==> config.mk <==
export PLATFORM = sky130hd
export DESIGN_NAME = sactl_front
export DESIGN_NICKNAME = d
export VERILOG_FILES = /design/src/sactl_pkg.sv /design/src/sactl_front.sv
export SDC_FILE = /design/constraint.sdc
export NUM_CORES = 1
export LEC_CHECK = 0
export BUFFER_PORTS_ARGS = -buffer_cell sky130_fd_sc_hd__buf_2
export CORE_UTILIZATION = 51
export CTS_CLUSTER_DIAMETER = 50
export CTS_CLUSTER_SIZE = 8
export DETAILED_ROUTE_END_ITERATION = 10
export PLACE_DENSITY = 0.79
export SETUP_SLACK_MARGIN = 0.2
export SLEW_MARGIN = 0
export SYNTH_ARGS = -nofsm -noshare
export SYNTH_HDL_FRONTEND = slang
export SYNTH_SLANG_ARGS = --single-unit
==> constraint.sdc <==
create_clock -name clock -period 2.85 [get_ports clock]
set_input_delay 0.57 -clock clock [delete_from_list [all_inputs] [get_ports clock]]
set_output_delay 0.57 -clock clock [all_outputs]
set_load 0.005 [all_outputs]
==> src/sactl_pkg.sv <==
// Shared types, constants and helper functions of the set-associative tag store.
`default_nettype none
package sactl_pkg;
   localparam int ADDR_BITS = 32;
   localparam int WAYS = 4;
   localparam int SET_COUNT = 64;
   localparam int LINE_BYTES = 64;
   localparam int TIME_BITS = 32;

   localparam int OFF_BITS = $clog2(LINE_BYTES + 1) - 1;
   localparam int SET_BITS = $clog2(SET_COUNT + 1) - 1;
   localparam int SET_W = (SET_BITS > 0) ? SET_BITS : 1;
   localparam int TAG_BITS = ADDR_BITS - OFF_BITS - SET_BITS;
   localparam int WAY_W = (WAYS > 1) ? $clog2(WAYS) : 1;
   localparam int SETS_USED = 1 << SET_BITS;
   localparam int CNT_W = 32;
   localparam int QDEPTH = 2;

   localparam logic [1:0] REQ_READ = 2'd0;
   localparam logic [1:0] REQ_WRITE = 2'd1;
   localparam logic [1:0] REQ_PREFETCH = 2'd2;
   localparam logic [1:0] REQ_NONE = 2'd3;

   typedef logic [TAG_BITS-1:0] tag_type;
   typedef logic [TIME_BITS-1:0] stamp_type;
   typedef logic [SET_W-1:0] set_type;

   typedef struct packed {
      logic [1:0] kind;
      set_type set_idx;
      tag_type tag;
      stamp_type stamp;
   } job_type;

   typedef struct packed {
      logic valid;
      logic dirty;
      tag_type tag;
      stamp_type last_use;
   } line_type;

   function automatic set_type addr_set(input logic [ADDR_BITS-1:0] a);
      logic [ADDR_BITS-1:0] s;
      s = a >> OFF_BITS;
      if (SET_BITS == 0) return '0;
      return s[SET_W-1:0];
   endfunction

   function automatic logic [CNT_W-1:0] sat_inc(input logic [CNT_W-1:0] c);
      return (&c) ? c : c + 1'b1;
   endfunction
endpackage
`default_nettype wire

==> src/sactl_front.sv <==
// Front end: splits each request beat into set and tag and queues it for the back end.
`default_nettype none
module sactl_front
   import sactl_pkg::*;
(
   input  wire logic clock,
   input  wire logic reset,
   input  wire logic start,
   input  wire logic [1:0] req_type,
   input  wire logic [31:0] req_addr,
   input  wire logic [31:0] req_access_time,
   output logic busy,
   output logic job_valid,
   output job_type job,
   input  wire logic job_take
);
   localparam int PTR_W = $clog2(QDEPTH);

   job_type q_ff [QDEPTH];
   logic [PTR_W-1:0] wr_ff, wr_in, rd_ff, rd_in;
   logic [PTR_W:0] cnt_ff, cnt_in;
   logic push;
   logic [ADDR_BITS-1:0] a;

   assign busy = (cnt_ff == QDEPTH[PTR_W:0]);
   assign push = start && !busy;
   assign job_valid = (cnt_ff != '0);
   assign job = q_ff[rd_ff];
   assign a = ADDR_BITS'(req_addr);

   always_comb begin
      wr_in = push ? wr_ff + 1'b1 : wr_ff;
      rd_in = job_take ? rd_ff + 1'b1 : rd_ff;
      cnt_in = cnt_ff + {{PTR_W{1'b0}}, push} - {{PTR_W{1'b0}}, job_take};
   end

   always_ff @(posedge clock) begin
      if (reset) begin
         wr_ff <= '0;
         rd_ff <= '0;
         cnt_ff <= '0;
      end else begin
         wr_ff <= wr_in;
         rd_ff <= rd_in;
         cnt_ff <= cnt_in;
      end
   end

   always_ff @(posedge clock) begin
      if (push) begin
         q_ff[wr_ff].kind <= req_type;
         q_ff[wr_ff].set_idx <= addr_set(a);
         q_ff[wr_ff].tag <= tag_type'(a >> (OFF_BITS + SET_BITS));
         q_ff[wr_ff].stamp <= stamp_type'(req_access_time);
      end
   end

   a_take_nonempty: assert property (@(posedge clock) disable iff (reset)
      job_take |-> job_valid) else $error("queue read while empty");
   a_count_bound: assert property (@(posedge clock) disable iff (reset)
      cnt_ff <= QDEPTH[PTR_W:0]) else $error("queue overflow");
   a_push_grows: assert property (@(posedge clock) disable iff (reset)
      push && !job_take |=> cnt_ff == $past(cnt_ff) + 1'b1)
      else $error("queue count lost a push");
endmodule
`default_nettype wire

==> After elaboration in Yosys (flattened, before gate mapping) <==
Memory sizes are Yosys's and may differ from the RTL's. A register that Yosys moved wholly into a read port is not among the register bits.
Cells that the tools add are included.
W data, S select, Z words.
{ "totals": {"ff_bits": 4, "inputBits": 70, "mem_bits_rw": 120, "n_memories": 1, "out_inout_bits": 62, "wordCells": 16} }
{ "classes": {"addsub": 4, "reduce_logical": 3, "n_eq_ne": 1, "n_mux": 4} }
{ "mem_list": {"columns": ["memory", "depth", "word_bits", "read_ports", "rd_clocked_by_memory_dff", "write_ports", "line", "text"], "rows": [
  ["q_ff", 2, 60, 1, 1, 1, "sactl_front.sv:19", "job_type q_ff [QDEPTH];"]
]} }
{ "op_table": {"columns": ["cell", "n"], "rows": [
  ["$mux W1", 4],
  ["$add A1 B1 Y1 const B", 2],
  ["$add A2 B1 Y2", 1],
  ["$eq A2 B2 Y1 const B", 1],
  ["$reduce_bool A2 Y1", 1],
  ["$sub A2 B1 Y2", 1],
  ["$logic_and A1 B1 Y1", 1],
  ["$logic_not A1 Y1", 1]
]} }

==> Logic depth before layout (Yosys ltp) <==
{ "logic_depth": {"depth_word": 5, "mapped_depth": 8, "mapped_depth_nobuf": 8} }

==> Worst setup path after synthesis <==
No wires, ideal clock.
{ "synth_path": {"path_kind": "input-to-reg", "start": "input port start", "end": "memory q_ff[0][0] in the netlist's numbering, enable pin", "path_buffers": 0, "stages": 3, "arrival_ps": 2138, "path_slack_ps": 298, "setup_ps": 414, "t_required_ps": 2436, "path_cell_list": "inv_1 > or3_1 > inv_1"} }
{ "synth_via": {"elab_chain_cells": 3} }
{ "synth_rtl": {"columns": ["element", "line", "text"], "rows": [
  ["start, declared", "sactl_front.sv:8", "input wire logic start,"],
  ["$logic_and A1 B1 Y1", "sactl_front.sv:26", "assign push = start && !busy;"],
  ["$mux W1", "sactl_front.sv:50", "if (push) begin"],
  ["$mux W1 (implied by the code)", "sactl_front.sv:54", "q_ff[wr_ff].stamp <= stamp_type'(req_access_time);"],
  ["end, declared", "sactl_front.sv:19", null]
]} }
No other way between the ends.

==> flow_metrics.py <==
metrics = {
    "status": {
        "status": "completed",
    },
    "finish": {
        "layout_common_cells": "buf_2, edfxtp_1, mux2_2, clkbuf_16",
        "nNetsFinal": 427,
        "layout-drive-gt1-share": 0.6104,
        "diodes": 0,
        "stdcell_area_mm2": 0.005888,
        "final_common_cell": "buf_2",
        "area_growth_pct": 28.54,
        "finish.utilization": 0.6752,
    },
    "timing": {
        "setup_violations": 0,
        "max_freq_ghz": 0.4340,
        "fin_crit_ns": 2.304,
        "fin_crit_sh": 0.8085,
        "fin_setup_tns_ns": 0,
        "maxSlewHeadroom": 0.6766,
        "finClkSkew_ns": 0.008833,
        "rsz0062_at_grt": "false",
        "hold_viol_final": 0,
        "worstMarginPinSlew_ns": 0.4852,
        "slew_viol_final": 0,
    },
    "global_routing": {
        "grt_pass1_vias": 2532,
        "grt_max_degree": 47,
        "grt.overflow.total": 0,
        "grt_first_pass_wirelength_um": 11680,
        "track_usage": 0.1666,
        "antenna_found_initial": 0,
    },
    "pwr": {
        "leakage_nw": 2.259,
        "p_per_area_mw_per_mm2": 818.7,
        "ir_drop_mv": 0.5137,
    },
    "clocking": {
        "clk_root_buffer_cell": "clkbuf_8",
        "clock_latency_ns": 0.49,
        "cts_resized": 0,
        "post_cts_buffers": 0,
        "clockBufferDepth": 2,
        "cts_buffers": 17,
        "cts_hold_buf": 0,
        "cts_sinks": 125,
        "htree_num_levels": 4,
        "tritoncts": "built",
        "clkTransAtPathRegs_ns": 0.06,
    },
    "worst_setup_path": {
        "arrival_ns": 1.73,
        "crit_type": "reg -> out",
        "worstSetupEndpointType": "output port",
        "startpoint_type": "flip-flop",
        "crit-reg2reg-launch": "cnt_ff[0]",
        "cp.required_ns": 2.28,
        "cp_max_fo": 34,
    },
    "floorplan": {
        "core.rowCount": 34,
        "ioPinCount": 132,
        "die_h_um": 96.77,
        "die_w_um": 96.77,
        "initial_core_util": 0.5253,
        "core-area_mm2": 0.008721,
        "die_area_mm2": 0.009364,
    },
    "yosys": {
        "netlist.top_cell.by_area": "edfxtp_1",
        "synth.distinct_cells": 21,
        "synth_top_family_by_area": "multiplexers",
        "synth_compound_area_frac": 0.002185,
        "syn_avg_cell_area_um2": 21.51,
        "synthSimpleGateAreaFrac": 0.01338,
        "netlist_instances": 213,
        "synth_xor_area_frac": 0.003824,
        "syn-num-nets": 285,
        "netlist_top_cells_area": "edfxtp_1, mux2_2, dfxtp_1, buf_6, ha_1",
        "netlist.area_leader.share": 0.7867,
        "synth_fa_ha_area_frac": 0.005463,
        "synth.yosys.seq_area_share": 0.8085,
        "synthMuxAreaShare": 0.1475,
        "ys_warn_count": 0,
        "synth_area_mm2": 0.004581,
        "synth_seq_cells": 125,
    },
    "placed_design": {
        "routabilityCongestion": 0.6904,
        "postPlaceCellArea_mm2": 0.005320,
        "io_buffers": 125,
        "place_hpwl_um": 4723,
    },
    "routing": {
        "vias_per_cell": 4.964,
        "wl_um": 7427,
        "drc_errors": 0,
        "antenna_left": 0,
        "wl_per_cell_um": 15.64,
        "dr.first_iter.drc_count": 113,
        "dr.pass1.iters": 4,
        "num_vias": 2358,
    },
    "flow_run": {
        "maxCapViolations": 0,
    },
    "hold_path": {
        "min_from": "req_addr[30]",
        "worstHoldPathType": "in -> reg",
    },
}
==> logic make-up (layout without fill, tap and decap cells) <==
group | Yosys count | in the layout
compound gates | 2 | 2
xor+xnor | 2 | 2
fa+ha+maj | 2 | 2
buf+inv | 11 | 165
flops | 125 | 125
mux | 60 | 60
simple gates | 11 | 11
==> cell type report <==
type | instances | area (um^2)
Timing Repair Buffer | 130 | 675.6
Sequential cell | 125 | 3705
Clock inverter | 13 | 150.1
Inverter | 4 | 15.01
Tap cell | 108 | 135.1
Multi-Input combinational cell | 77 | 789.5
Clock buffer | 18 | 417.9
Fill cell | 602 | 2833
==> routing by layer <==
| metal | vias up | GRT usage | share of wire |
|---|---|---|---|
| li1 | 1118 | - | - |
| met1 | 1149 | 0.1790 | 0.39 |
| met2 | 79 | 0.2990 | 0.54 |
| met3 | 12 | 0.04624 | 0.052 |
| met4 | 0 | 0.08381 | 0.018 |
| met5 | - | 0 | 0 |
==> synthesized netlist by cell type (all sizes together) <==
library cell	number
ha	2
nor2	3
dfxtp	5
and2	1
mux2	60
nand2	1
xor2	1
or3	1
nand2b	1
edfxtp	120
nor3	1
nor2b	1
xnor2	1
a21oi	1
or2	1
inv	4
and3	1
buf	7
o21ai	1
==> path summary, 6_finish.rpt <==
path                      end  slack (ns)  cells after the start
setup reg to reg   q_ff[0][2]        1.11                      5
setup / recovery       job[8]        0.55                      3
hold / removal    q_ff[0][50]        0.26                      1
hold reg to reg         wr_ff        0.51                      2
==> flip-flops by register name (all words and copies together), names as in the netlist, named ones only <==
name,flops
cnt_ff,2
rd_ff,1
wr_ff,1
q_ff,120
==> stage by stage <==
| step | setup WS, ns | power, mW | hold slack, ns | cells |
|---|---|---|---|---|
| 6_report | 0.5458 | 4.820 | 0.2623 | 475 |
| 5_1_grt | 0.4343 | 5.001 | 0.2348 | 475 |
| 4_1_cts | 0.4976 | 4.876 | 0.2367 | 475 |
| 3_5_place_dp | 0.8653 | 2.838 | 0.5018 | 444 |
| 3_3_place_gp | 0.8865 | 2.812 | 0.4699 | 444 |
| 2_1_floorplan | 0.2977 | 2.595 | 0.4515 | 213 |
==> power by group <==
part | leakage (nW) | internal (mW) | switching [mW]
Sequential | 1.16 | 2.22 | 0.0417
Combinational | 0.824 | 0.264 | 0.263
Clock | 0.275 | 1.31 | 0.717
==> worst max-delay path, cell delays in order (launching register included) <==
cell	delay (ns)
dfxtp_2	0.32
buf_4	0.38
mux2_2	0.40
buf_2	0.13
Note: power is estimated with default switching activity, not from simulation.
